<file path="config.mk">
export PLATFORM = sky130hd
export DESIGN_NAME = resource_admission_ledger
export DESIGN_NICKNAME = d
export VERILOG_FILES = /design/src/design/ral_pkg.sv /design/src/design/ral_ctrl.sv /design/src/design/ral_dpath.sv /design/src/design/resource_admission_ledger.sv
export SDC_FILE = /design/constraint.sdc
export NUM_CORES = 2
export LEC_CHECK = 0
export CAP_MARGIN = 20
export CORE_MARGIN = 2
export CORE_UTILIZATION = 45
export CTS_CLUSTER_SIZE = 16
export DETAILED_ROUTE_END_ITERATION = 10
export DONT_BUFFER_PORTS = 1
export PLACE_DENSITY = 0.7
export SLEW_MARGIN = 5
export SYNTH_ARGS = -nofsm -noshare
export SYNTH_HDL_FRONTEND = slang
export SYNTH_SLANG_ARGS = --single-unit
</file>
<file path="constraint.sdc">
create_clock -name clk -period 28.3 [get_ports clk]
set_input_delay 8.49 -clock clk [delete_from_list [all_inputs] [get_ports clk]]
set_output_delay 8.49 -clock clk [all_outputs]
set_load 0.05 [all_outputs]
</file>
<file path="src/design/ral_pkg.sv">
// ----------------------------------------------------------------------------
// ral_pkg: shared types and constants for the resource admission ledger
// Holds the slot count, operation and status codes, register indexes, the
// request and result word layouts and the controller/datapath link types.
// ----------------------------------------------------------------------------
package ral_pkg;

	// Number of instance slots in the table.
	localparam int SLOTS   = 16;
	// Bits needed to walk the slots.
	localparam int SLOT_IW = (SLOTS > 1) ? $clog2(SLOTS) : 1;
	// Width of the unit accumulator; it can never overflow.
	localparam int ACC_W   = 32 + $clog2(SLOTS + 1);

	// Operation codes.
	localparam logic [2:0] OP_CHECK   = 3'd0;
	localparam logic [2:0] OP_ALLOC   = 3'd1;
	localparam logic [2:0] OP_RELEASE = 3'd2;
	localparam logic [2:0] OP_CLEAR   = 3'd3;
	localparam logic [2:0] OP_USED    = 3'd4;
	localparam logic [2:0] OP_AVAIL   = 3'd5;

	// Status codes.
	localparam logic [1:0] ST_OK      = 2'd0;
	localparam logic [1:0] ST_INVALID = 2'd1;
	localparam logic [1:0] ST_COMPUTE = 2'd2;
	localparam logic [1:0] ST_MEMORY  = 2'd3;

	// Configuration register indexes.
	localparam logic [1:0] REG_TOTAL_UNITS    = 2'd0;
	localparam logic [1:0] REG_RESERVED_UNITS = 2'd1;
	localparam logic [1:0] REG_MIN_FREE_MEM   = 2'd2;

	// Input word.
	typedef struct packed {
		logic [2:0]  operation;
		logic [3:0]  slot;
		logic        id_present;
		logic        fps_negative;
		logic [31:0] request_units;
		logic [63:0] request_memory;
		logic [63:0] free_bytes;
	} ral_request_t;

	// Result word.
	typedef struct packed {
		logic [1:0]  status;
		logic [31:0] unit_count;
	} ral_result_t;

	// Commands from the controller to the datapath.
	typedef struct packed {
		logic               load;
		logic               acc_en;
		logic               calc;
		logic               finish;
		logic [SLOT_IW-1:0] idx;
	} ral_cmd_t;

	// Status from the datapath to the controller.
	typedef struct packed {
		logic needs_walk;
	} ral_stat_t;

endpackage

</file>
<file path="src/design/ral_ctrl.sv">
// ----------------------------------------------------------------------------
// ral_ctrl: sequencing controller for the resource admission ledger
// Accepts a word, walks the slot table one entry a cycle and runs the decision
// step when the operation needs the sums, then runs the write-back step.
// ----------------------------------------------------------------------------
module ral_ctrl (
	input  logic              clk,
	input  logic              arst_n,
	input  logic              start,
	input  ral_pkg::ral_stat_t stat,
	output ral_pkg::ral_cmd_t  cmd,
	output logic              busy,
	output logic              done
);

	localparam int SIW = ral_pkg::SLOT_IW;

	typedef enum logic [1:0] {
		S_IDLE,
		S_WALK,
		S_CALC,
		S_FINISH
	} state_t;

	state_t         state_q;
	logic [SIW-1:0] idx_q;
	logic           done_q;
	logic           last_slot;

	// The walk ends on the last slot.
	assign last_slot = (idx_q == SIW'(ral_pkg::SLOTS - 1));

	// State, walk index and the result strobe.
	always_ff @(posedge clk or negedge arst_n) begin
		if (!arst_n) begin
			state_q <= S_IDLE;
			idx_q   <= '0;
			done_q  <= 1'b0;
		end else begin
			done_q <= 1'b0;
			unique case (state_q)
				S_IDLE: begin
					idx_q <= '0;
					if (start) begin
						state_q <= stat.needs_walk ? S_WALK : S_FINISH;
					end
				end
				S_WALK: begin
					if (last_slot) begin
						state_q <= S_CALC;
					end else begin
						idx_q <= idx_q + SIW'(1);
					end
				end
				S_CALC: begin
					state_q <= S_FINISH;
				end
				S_FINISH: begin
					done_q  <= 1'b1;
					state_q <= S_IDLE;
				end
				default: begin
					state_q <= S_IDLE;
				end
			endcase
		end
	end

	// Commands decoded from the state.
	always_comb begin
		cmd        = '0;
		cmd.load   = (state_q == S_IDLE) && start;
		cmd.acc_en = (state_q == S_WALK);
		cmd.calc   = (state_q == S_CALC);
		cmd.finish = (state_q == S_FINISH);
		cmd.idx    = idx_q;
	end

	assign busy = (state_q != S_IDLE);
	assign done = done_q;

endmodule

</file>
<file path="src/design/ral_dpath.sv">
// ----------------------------------------------------------------------------
// ral_dpath: datapath of the resource admission ledger
// Holds the configuration registers and slot table, sums the units and the
// saturated memory during the walk, and forms the status and unit count.
// ----------------------------------------------------------------------------
module ral_dpath (
	input  logic                 clk,
	input  logic                 arst_n,
	input  logic                 cfg_we,
	input  logic [1:0]           cfg_index,
	input  logic [63:0]          cfg_data,
	input  ral_pkg::ral_request_t request,
	input  ral_pkg::ral_cmd_t     cmd,
	output ral_pkg::ral_stat_t    stat,
	output ral_pkg::ral_result_t  result
);

	localparam int SIW  = ral_pkg::SLOT_IW;
	localparam int AW   = ral_pkg::ACC_W;
	localparam int NSLT = ral_pkg::SLOTS;

	// Configuration registers.
	logic [31:0] total_units_q;
	logic [31:0] reserved_units_q;
	logic [63:0] min_free_mem_q;

	// Slot table.
	logic [NSLT-1:0] slot_valid_q;
	logic [31:0]     slot_units_q  [NSLT];
	logic [63:0]     slot_memory_q [NSLT];

	// Captured word and accumulators.
	ral_pkg::ral_request_t req_q;
	logic [AW-1:0]         acc_units_q;
	logic [63:0]           acc_mem_q;

	// Decision operands.
	logic [31:0] alloc_q;
	logic [63:0] mem_total_q;
	logic        mem_over_q;
	logic [63:0] mem_limit_q;
	logic        mem_under_q;

	ral_pkg::ral_result_t result_q;

	logic          is_query;
	logic          slot_in_range;
	logic          include_slot;
	logic [64:0]   walk_mem_sum;
	logic [64:0]   req_mem_sum;
	logic [64:0]   free_diff;
	logic [32:0]   alloc_diff;
	logic          units_fail;
	logic          mem_fail;
	logic          invalid;
	logic [AW-1:0] room_units;
	logic [1:0]    status_d;
	logic [31:0]   count_d;
	logic [SIW-1:0] wr_idx;

	// Operations that walk the table.
	always_comb begin
		case (request.operation) inside
			ral_pkg::OP_CHECK, ral_pkg::OP_ALLOC,
			ral_pkg::OP_USED, ral_pkg::OP_AVAIL: stat.needs_walk = 1'b1;
			default:                             stat.needs_walk = 1'b0;
		endcase
	end

	assign is_query      = (req_q.operation == ral_pkg::OP_USED) ||
	                       (req_q.operation == ral_pkg::OP_AVAIL);
	assign slot_in_range = (32'(req_q.slot) < 32'(NSLT));
	assign wr_idx        = SIW'(req_q.slot);

	// Walk step: queries take every valid slot, checks skip the own slot.
	assign include_slot = slot_valid_q[cmd.idx] &&
	                      (is_query || (32'(cmd.idx) != 32'(req_q.slot)));
	assign walk_mem_sum = {1'b0, acc_mem_q} + {1'b0, slot_memory_q[cmd.idx]};

	// Decision operands.
	assign req_mem_sum = {1'b0, acc_mem_q} + {1'b0, req_q.request_memory};
	assign free_diff   = {1'b0, req_q.free_bytes} - {1'b0, min_free_mem_q};
	assign alloc_diff  = {1'b0, total_units_q} - {1'b0, reserved_units_q};

	// Configuration writes.
	always_ff @(posedge clk or negedge arst_n) begin
		if (!arst_n) begin
			total_units_q    <= '0;
			reserved_units_q <= '0;
			min_free_mem_q   <= '0;
		end else if (cfg_we) begin
			unique case (cfg_index)
				ral_pkg::REG_TOTAL_UNITS:    total_units_q    <= cfg_data[31:0];
				ral_pkg::REG_RESERVED_UNITS: reserved_units_q <= cfg_data[31:0];
				ral_pkg::REG_MIN_FREE_MEM:   min_free_mem_q   <= cfg_data;
				default: begin
				end
			endcase
		end
	end

	// Capture, walk accumulation and decision operands.
	always_ff @(posedge clk) begin
		if (cmd.load) begin
			req_q       <= request;
			acc_units_q <= '0;
			acc_mem_q   <= '0;
		end else if (cmd.acc_en && include_slot) begin
			acc_units_q <= acc_units_q + AW'(slot_units_q[cmd.idx]);
			acc_mem_q   <= walk_mem_sum[64] ? '1 : walk_mem_sum[63:0];
		end
		if (cmd.calc) begin
			mem_total_q <= req_mem_sum[64] ? '1 : req_mem_sum[63:0];
			mem_over_q  <= req_mem_sum[64];
			mem_limit_q <= free_diff[63:0];
			mem_under_q <= free_diff[64];
		end
		if (cmd.load) begin
			alloc_q <= alloc_diff[32] ? '0 : alloc_diff[31:0];
		end
	end

	// Status and unit count.
	always_comb begin
		invalid    = !req_q.id_present || req_q.fps_negative || !slot_in_range;
		room_units = AW'(alloc_q - req_q.request_units);
		units_fail = (req_q.request_units > alloc_q) || (acc_units_q > room_units);
		mem_fail   = mem_over_q || mem_under_q || (mem_total_q > mem_limit_q);
		status_d   = ral_pkg::ST_OK;
		count_d    = '0;
		case (req_q.operation) inside
			ral_pkg::OP_CHECK, ral_pkg::OP_ALLOC: begin
				if (invalid) begin
					status_d = ral_pkg::ST_INVALID;
				end else if (units_fail) begin
					status_d = ral_pkg::ST_COMPUTE;
				end else if (mem_fail) begin
					status_d = ral_pkg::ST_MEMORY;
				end
			end
			ral_pkg::OP_USED: begin
				count_d = (|acc_units_q[AW-1:32]) ? '1 : acc_units_q[31:0];
			end
			ral_pkg::OP_AVAIL: begin
				if (AW'(alloc_q) > acc_units_q) begin
					count_d = alloc_q - acc_units_q[31:0];
				end
			end
			default: begin
			end
		endcase
	end

	// Result register.
	always_ff @(posedge clk) begin
		if (cmd.finish) begin
			result_q.status     <= status_d;
			result_q.unit_count <= count_d;
		end
	end

	// Valid bits: set on a passing allocate, cleared by release and clear.
	always_ff @(posedge clk or negedge arst_n) begin
		if (!arst_n) begin
			slot_valid_q <= '0;
		end else if (cmd.finish) begin
			if (req_q.operation == ral_pkg::OP_CLEAR) begin
				slot_valid_q <= '0;
			end else if (req_q.operation == ral_pkg::OP_RELEASE &&
			             req_q.id_present && slot_in_range) begin
				slot_valid_q[wr_idx] <= 1'b0;
			end else if (req_q.operation == ral_pkg::OP_ALLOC &&
			             status_d == ral_pkg::ST_OK) begin
				slot_valid_q[wr_idx] <= 1'b1;
			end
		end
	end

	// Slot contents are stored by a passing allocate.
	always_ff @(posedge clk) begin
		if (cmd.finish && req_q.operation == ral_pkg::OP_ALLOC &&
		    status_d == ral_pkg::ST_OK) begin
			slot_units_q[wr_idx]  <= req_q.request_units;
			slot_memory_q[wr_idx] <= req_q.request_memory;
		end
	end

	assign result = result_q;

endmodule

</file>
<file path="src/design/resource_admission_ledger.sv">
// ----------------------------------------------------------------------------
// resource_admission_ledger: admission controller over a table of slots
// Checks, allocates, releases and clears slot entries and answers used and
// available unit queries.
//
//   Channel   Signals                              Handshake
//   input     request (word)                       start & !busy
//   output    result (word)                        done, one cycle, no stall
//   config    cfg_we, cfg_index, cfg_data          cfg_we, immediate
//
// Check, allocate and the two queries walk the slot table one slot a cycle,
// then pass the decision and finish states before the result strobes; the
// next word can be taken in the strobe cycle. Release, clear and unused codes
// go straight to the finish state. busy is high after acceptance until the
// strobe. Reset empties the table and zeroes the configuration; the receiver
// cannot stall results.
// ----------------------------------------------------------------------------
module resource_admission_ledger (
	input  logic                 clk,
	input  logic                 arst_n,
	input  logic                 start,
	output logic                 busy,
	input  ral_pkg::ral_request_t request,
	output logic                 done,
	output ral_pkg::ral_result_t  result,
	input  logic                 cfg_we,
	input  logic [1:0]           cfg_index,
	input  logic [63:0]          cfg_data
);

	ral_pkg::ral_cmd_t  cmd;
	ral_pkg::ral_stat_t stat;

	// Sequencing controller.
	ral_ctrl u_ctrl (
		.clk    (clk),
		.arst_n (arst_n),
		.start  (start),
		.stat   (stat),
		.cmd    (cmd),
		.busy   (busy),
		.done   (done)
	);

	// Table, accumulators and decision logic.
	ral_dpath u_dpath (
		.clk       (clk),
		.arst_n    (arst_n),
		.cfg_we    (cfg_we),
		.cfg_index (cfg_index),
		.cfg_data  (cfg_data),
		.request   (request),
		.cmd       (cmd),
		.stat      (stat),
		.result    (result)
	);

endmodule

</file>
Word-level counts from Yosys, hierarchy flattened

Memories as Yosys holds them, arrays and structs flattened.
Index checks and enable logic that the tools add are counted.

Latch bits: 0
Input port bits: 239
Memories kept: 2
Flip-flop bits (word level): 617
Bits in read-only memories: 0
Bits in writable memories: 1536
Output and inout port bits: 36

Reduce and logical (&&, ||, !) cells: 32
Multiplexer cells: 26
Add/subtract/negate cells: 8
Equality and inequality tests: 18
Multipliers: 0
Shift-type cells: 0
Divide/modulo/power cells: 0
Order comparisons: 7
Bitwise operators: 3

Memories:

| memory                | depth | width | rd ports | clocked after memory_dff | write ports | RTL line        | RTL |
|---|---|---|---|---|---|---|---|
| u_dpath.slot_memory_q | 16    | 64    | 1        | 0                        | 1           | ral_dpath.sv:30 | `logic [63:0] slot_memory_q [NSLT];` |
| u_dpath.slot_units_q  | 16    | 32    | 1        | 0                        | 1           | ral_dpath.sv:29 | `logic [31:0] slot_units_q [NSLT];` |

Operator list:

| operator                                                              | number |
|---|---|
| 64-bit by 64-bit adder with 65-bit output                             | 2 |
| 32-bit 2-to-1 mux                                                     | 4 |
| 32-bit by 32-bit subtractor with 33-bit output                        | 2 |
| 64-bit by 64-bit subtractor with 65-bit output                        | 1 |
| 64-bit > comparator                                                   | 1 |
| 64-bit 2-to-1 mux                                                     | 1 |
| 16-bit 2-to-1 mux                                                     | 3 |
| 37-bit by 32-bit adder with 37-bit output                             | 1 |
| 32-bit by 37-bit > comparator with 1-bit output                       | 1 |
| 37-bit > comparator                                                   | 1 |
| 32-bit > comparator                                                   | 1 |
| 32-bit subtractor                                                     | 1 |
| 16-bit AND                                                            | 1 |
| 16-bit inverter                                                       | 1 |
| 16-bit OR                                                             | 1 |
| 2-bit 2-to-1 mux                                                      | 7 |
| 3-bit equality test, second input constant                            | 4 |
| 2-bit AND reduction                                                   | 6 |
| 4-bit by 5-bit < comparator with 1-bit output, second input constant  | 2 |
| 1-bit logical AND                                                     | 8 |
| 2-bit case mux with 4 select lines                                    | 1 |
| 4-bit case mux with 2 select lines                                    | 1 |
| 2-bit equality test, second input constant                            | 3 |
| 3-bit by 1-bit equality test with 1-bit output, second input constant | 2 |
| other kinds (20)                                                      | 38 |

Longest topological paths before layout

Depth after elaboration: 11
Depth in mapped cells: 26

Hierarchy

Synthesis repeated with hierarchy kept, for this count alone.

Cell total of the unflattened synthesis: 6429
Area total of the unflattened synthesis: 98709.7 um^2

By module, submodules not included:

| module    | area an instance (um^2) | instances | cells an instance |
|---|---|---|---|
| ral_dpath | 98279.3                 | 1         | 6387 |
| ral_ctrl  | 430.4                   | 1         | 42 |

Worst setup path before layout

Ideal clock, no wire load.

Path type: input -> register
Start point: input start
End point: register u_dpath.alloc_q[0] (enable)
Setup slack: 13287 ps
Arrival: 14369 ps
Cell stages on the path: 3
Required time: 27656 ps
Cells stage by stage: nand2_1 -> inv_2 -> buf_1

RTL lines:

| what                 | RTL line                        | RTL |
|---|---|---|
| start, declared      | resource_admission_ledger.sv:21 | `input logic start,` |
| end signal, assigned | ral_dpath.sv:119                | `alloc_q <= alloc_diff[32] ? '0 : alloc_diff[31:0];` |
| end, declared        | ral_dpath.sv:38                 | `logic [31:0] alloc_q;` |

Final worst setup path

Start point: register u_ctrl.state_q[1]
End point: output busy

Word-level cells in the longest chain between the ends: 1

Ends and longest elaborated chain:

| what                   | RTL line                        | RTL |
|---|---|---|
| start, declared        | ral_ctrl.sv:25                  | `state_t state_q;` |
| start signal, assigned | ral_ctrl.sv:45                  | `state_q <= stat.needs_walk ? S_WALK : S_FINISH;` |
| 2-bit nonzero test     | ral_ctrl.sv:79                  | `assign busy = (state_q != S_IDLE);` |
| end, declared          | resource_admission_ledger.sv:22 | `output logic busy,` |

No other way between the ends.

==> reports/qor.log <==
INFO  setup_path     critical_path.endpoint_type=output port
INFO  final_layout   final_core_utilization=50.4%
INFO  yosys          yosys_top_cell_by_area=edfxtp_1
INFO  yosys          synth.cell_area=98800um^2
INFO  yosys          synth_edf_count=1901
INFO  cts            tritoncts_num_sinks=2153
INFO  global_route   grt_pass1_wl=377000um
INFO  placed_design  dp_worst_setup_slack=17.58ns
INFO  power          gate_power_share=26.6%
INFO  final_layout   area_growth=10.9%
INFO  cts            cts.repair_timing.setup_buffer_count=0
INFO  timing         timing.hold.ws=0.504ns
INFO  setup_path     worst-path-max-fanout=6
INFO  timing         max_slew_margin_vs_limit=25.3%
INFO  routing        drc=0
INFO  cts            clkSlewWorstSetupHoldPaths=0.06ns
INFO  cts            root_buffer=clkbuf_16
INFO  setup_path     worst_path_largest_cell_delay=0.45ns
INFO  power          internal_power=6.56mW
INFO  yosys          yosys.cell_types.count=92
INFO  global_route   gr-total-overflow=0
INFO  routing        firstDrtPassIters=5
INFO  job            max_cap_viol_count=0
INFO  global_route   groute.usage.overall=22.6%
INFO  power          sw_frac_of_total=31.5%
INFO  final_layout   post_route_cells_drive_above_1_share=16.7%
INFO  yosys          synth.yosys.seq_area_share=63.7%
INFO  setup_path     cp_dominant_cell_by_count=inv_1
INFO  die            placement_rows=171
INFO  yosys          yosys_warnings=0
INFO  routing        first_iter_violations=6168
INFO  power          peakVddDrop=0.0000875V
INFO  cts            cts_buffers=217
INFO  yosys          proportion_of_register_bits_with_asynchronous_set_or_reset_after_synthesis=7.01%
INFO  global_route   grt_start_max_net_pins=152
INFO  timing         worst_pin_slew=1.12ns
INFO  yosys          yosys.area.top_type_share=57.8%
INFO  cts            cts_repair_resize_count=0
INFO  routing        antenna_left=0
INFO  setup_path     worstSetupStartpointType=flip-flop
INFO  yosys          gate_count_post_synth=6440
INFO  status         status=finished, final reports clean
INFO  timing         setup_total_negative_slack=0ns
INFO  yosys          synth-seq-cells=2153
INFO  min_path       worst_hold_path_type=flip-flop to flip-flop
INFO  die            overall_die_area=223000um^2
INFO  cts            cts_tree=done
INFO  setup_path     timing.setup.critical_path_class=flip-flop to output port
INFO  placed_design  gp_congestion=0.955
INFO  global_route   number_of_antenna_violations_at_the_first_check_in_global_routing=11
INFO  final_layout   fillers=17593
INFO  setup_path     cp_data_arrival_time=2.14ns
INFO  timing         portion_of_the_clock_cycle_consumed_by_the_worst_path_in_the_final_layout=37.6%
INFO  cts            clock_path_buffers=3
INFO  die            core_box_area=218000um^2
INFO  timing         layout_min_cycle_time=10.63ns
INFO  routing        avgRoutedWirePerCell=26.8um
INFO  timing         clock.fmax=0.0941GHz
INFO  power          seq_power_share=42.9%
INFO  power          pwr-share-clk=30.5%
INFO  timing         grt_setup_unrepaired=no
INFO  setup_path     critical_path.cell_chain=inv_1, ha_1, inv_1
INFO  cts            number_of_buffers_inserted_by_hold_repair_at_cts=0
INFO  power          power.leakage=38.5nW
INFO  timing         report.final.setup_viol=0
INFO  power          p_switching=3.02mW
INFO  final_layout   final_net_count=7151
INFO  global_route   first_global_vias=57212
INFO  timing         fin_skew=0.0581ns
INFO  yosys          synth_common_cells=1901 x edfxtp_1, 485 x mux4_2, 426 x ha_1, 418 x a21oi_1, 328 x inv_1
INFO  power          total_power=9.59mW
INFO  timing         hold_viol_final=0
INFO  cts            clk-insertion-delay-late=0.89ns
INFO  timing         timing.final.ws_setup=17.67ns
INFO  yosys          syn_nets=7112
INFO  routing        postRouteWirelength=255000um
INFO  cts            h-tree-depth=4
INFO  power          power.density_cell_area=87.5nW/um^2
INFO  placed_design  place_hpwl=159000um
INFO  setup_path     worst_endpoint_required_time=19.81ns
INFO  die            floorplan.initialDensity=45.4%
INFO  setup_path     cp_slowest_cell=inv_1
INFO  routing        vias=57601
INFO  timing         report.final.slew_viol_count=0
INFO  yosys          dominantRegCellSynth=edfxtp_1
INFO  yosys          synth_area_leaders=edfxtp_1 58%, mux4_2 11%, ha_1 5.4%
INFO  placed_design  port_buffers=0
INFO  die            dieWidth=473um
INFO  routing        avgViaCountPerCell=6.05
INFO  setup_path     worst-r2r-setup-slack=18.87ns
INFO  yosys          synthesized_area_per_cell=15.3um^2
INFO  yosys          synth_most_common_cell=edfxtp_1
INFO  die            floorplan.die.height=473um
INFO  die            floorplan.io_pins=275
[cells by family after synthesis]
family	count (synthesis)	share of synthesized area, %
compound gates	1324	8.45
xor+xnor	268	2.38
fa+ha+maj	433	5.54
buf+inv	572	2.22
flops	2153	63.7
mux	618	12.6
simple gates	1072	5.18
[layout by cell type, fill, tap and decap left out, drive strengths merged, types with 70 or more instances in the layout]
master	count
dfxtp	101
clkbuf	264
mux2	127
edfxtp	1901
clkinv	97
dfrtp	151
nor3	76
nor2	322
a21o	186
nand3	70
inv	335
xor2	136
ha	426
nand4	74
mux4	485
xnor2	132
o21ai	279
nand2	279
a21oi	458
[worst paths after layout]
kind | depth (start not counted) | endpoint | start
max reg2reg | 24 | u_dpath.slot_memory_q[9][47]$_DFFE_PP_ | u_dpath.req_q[130]$_DFFE_PP_
max in group asynchronous | 0 | u_ctrl.idx_q[0]$_DFFE_PN0P_ | arst_n
max | 3 | busy | u_ctrl.state_q[1]$_DFFE_PN0P_
min reg2reg | 1 | u_dpath.reserved_units_q[19]$_DFFE_PN0P_ | u_dpath.reserved_units_q[19]$_DFFE_PN0P_
min | 1 | u_dpath.reserved_units_q[19]$_DFFE_PN0P_ | u_dpath.reserved_units_q[19]$_DFFE_PN0P_
min in group asynchronous | 0 | u_dpath.min_free_mem_q[32]$_DFFE_PN0P_ | arst_n
[final cells by class]
| class | count | area [um^2] | area share [%] |
|---|---|---|---|
| inverters | 329 | 1240 | 1.13 |
| clock buffers | 264 | 5810 | 5.30 |
| multi-input cells | 3715 | 33800 | 30.9 |
| clock inverters | 133 | 1520 | 1.39 |
| well taps | 2854 | 3570 | 3.26 |
| repair buffers | 63 | 678 | 0.619 |
| flip-flops and latches | 2153 | 62900 | 57.4 |
| diodes | 3 | 7.51 | 0.00685 |
[state kept, by name (all words and copies together) (netlist names), 2 cells and up]
register                  count
u_dpath.slot_memory_q      1024
u_dpath.slot_units_q        512
u_dpath.req_q               165
u_dpath.acc_mem_q            64
u_dpath.mem_limit_q          64
u_dpath.mem_total_q          64
u_dpath.min_free_mem_q       64
u_dpath.acc_units_q          37
u_dpath.result               34
u_dpath.alloc_q              32
u_dpath.reserved_units_q     32
u_dpath.total_units_q        32
u_dpath.slot_valid_q         16
u_ctrl.idx_q                  4
u_dpath.wr_idx                4
u_ctrl.state_q                2
[layer usage]
layer / GRT usage, % / vias up / part of all wire, %
li1: - / 25275 / -
met1: 31.9 / 29646 / 42
met2: 36.1 / 2313 / 47
met3: 3.71 / 363 / 7.7
met4: 6.76 / 4 / 2.7
met5: 0 / - / 0.0098
[critical path, delay by kind of cell (launching register included)]
kind / cells / cell delay, ns
buf+inv: 2 / 0.56
fa+ha+maj: 1 / 0.26
flops: 1 / 0.43
[power by group through the flow]
stage / registers, mW / logic (mW) / clock network [mW]
5_1_grt: 4.14 / 2.78 / 3.09
6_report: 4.11 / 2.55 / 2.92
3_5_place_dp: 4.18 / 2.53 / 0
2_1_floorplan: 4.04 / 1.93 / 0
3_3_place_gp: 4.17 / 2.49 / 0
4_1_cts: 4.11 / 2.55 / 2.97
[through the flow]
stage / cell area [um^2] / instances
2_1_floorplan: 98800 / 6440
3_3_place_gp: 102000 / 9113
3_5_place_dp: 102000 / 9113
4_1_cts: 110000 / 9510
5_1_grt: 110000 / 9512
6_report: 110000 / 9514
Note: power is estimated with default switching activity, not from simulation.
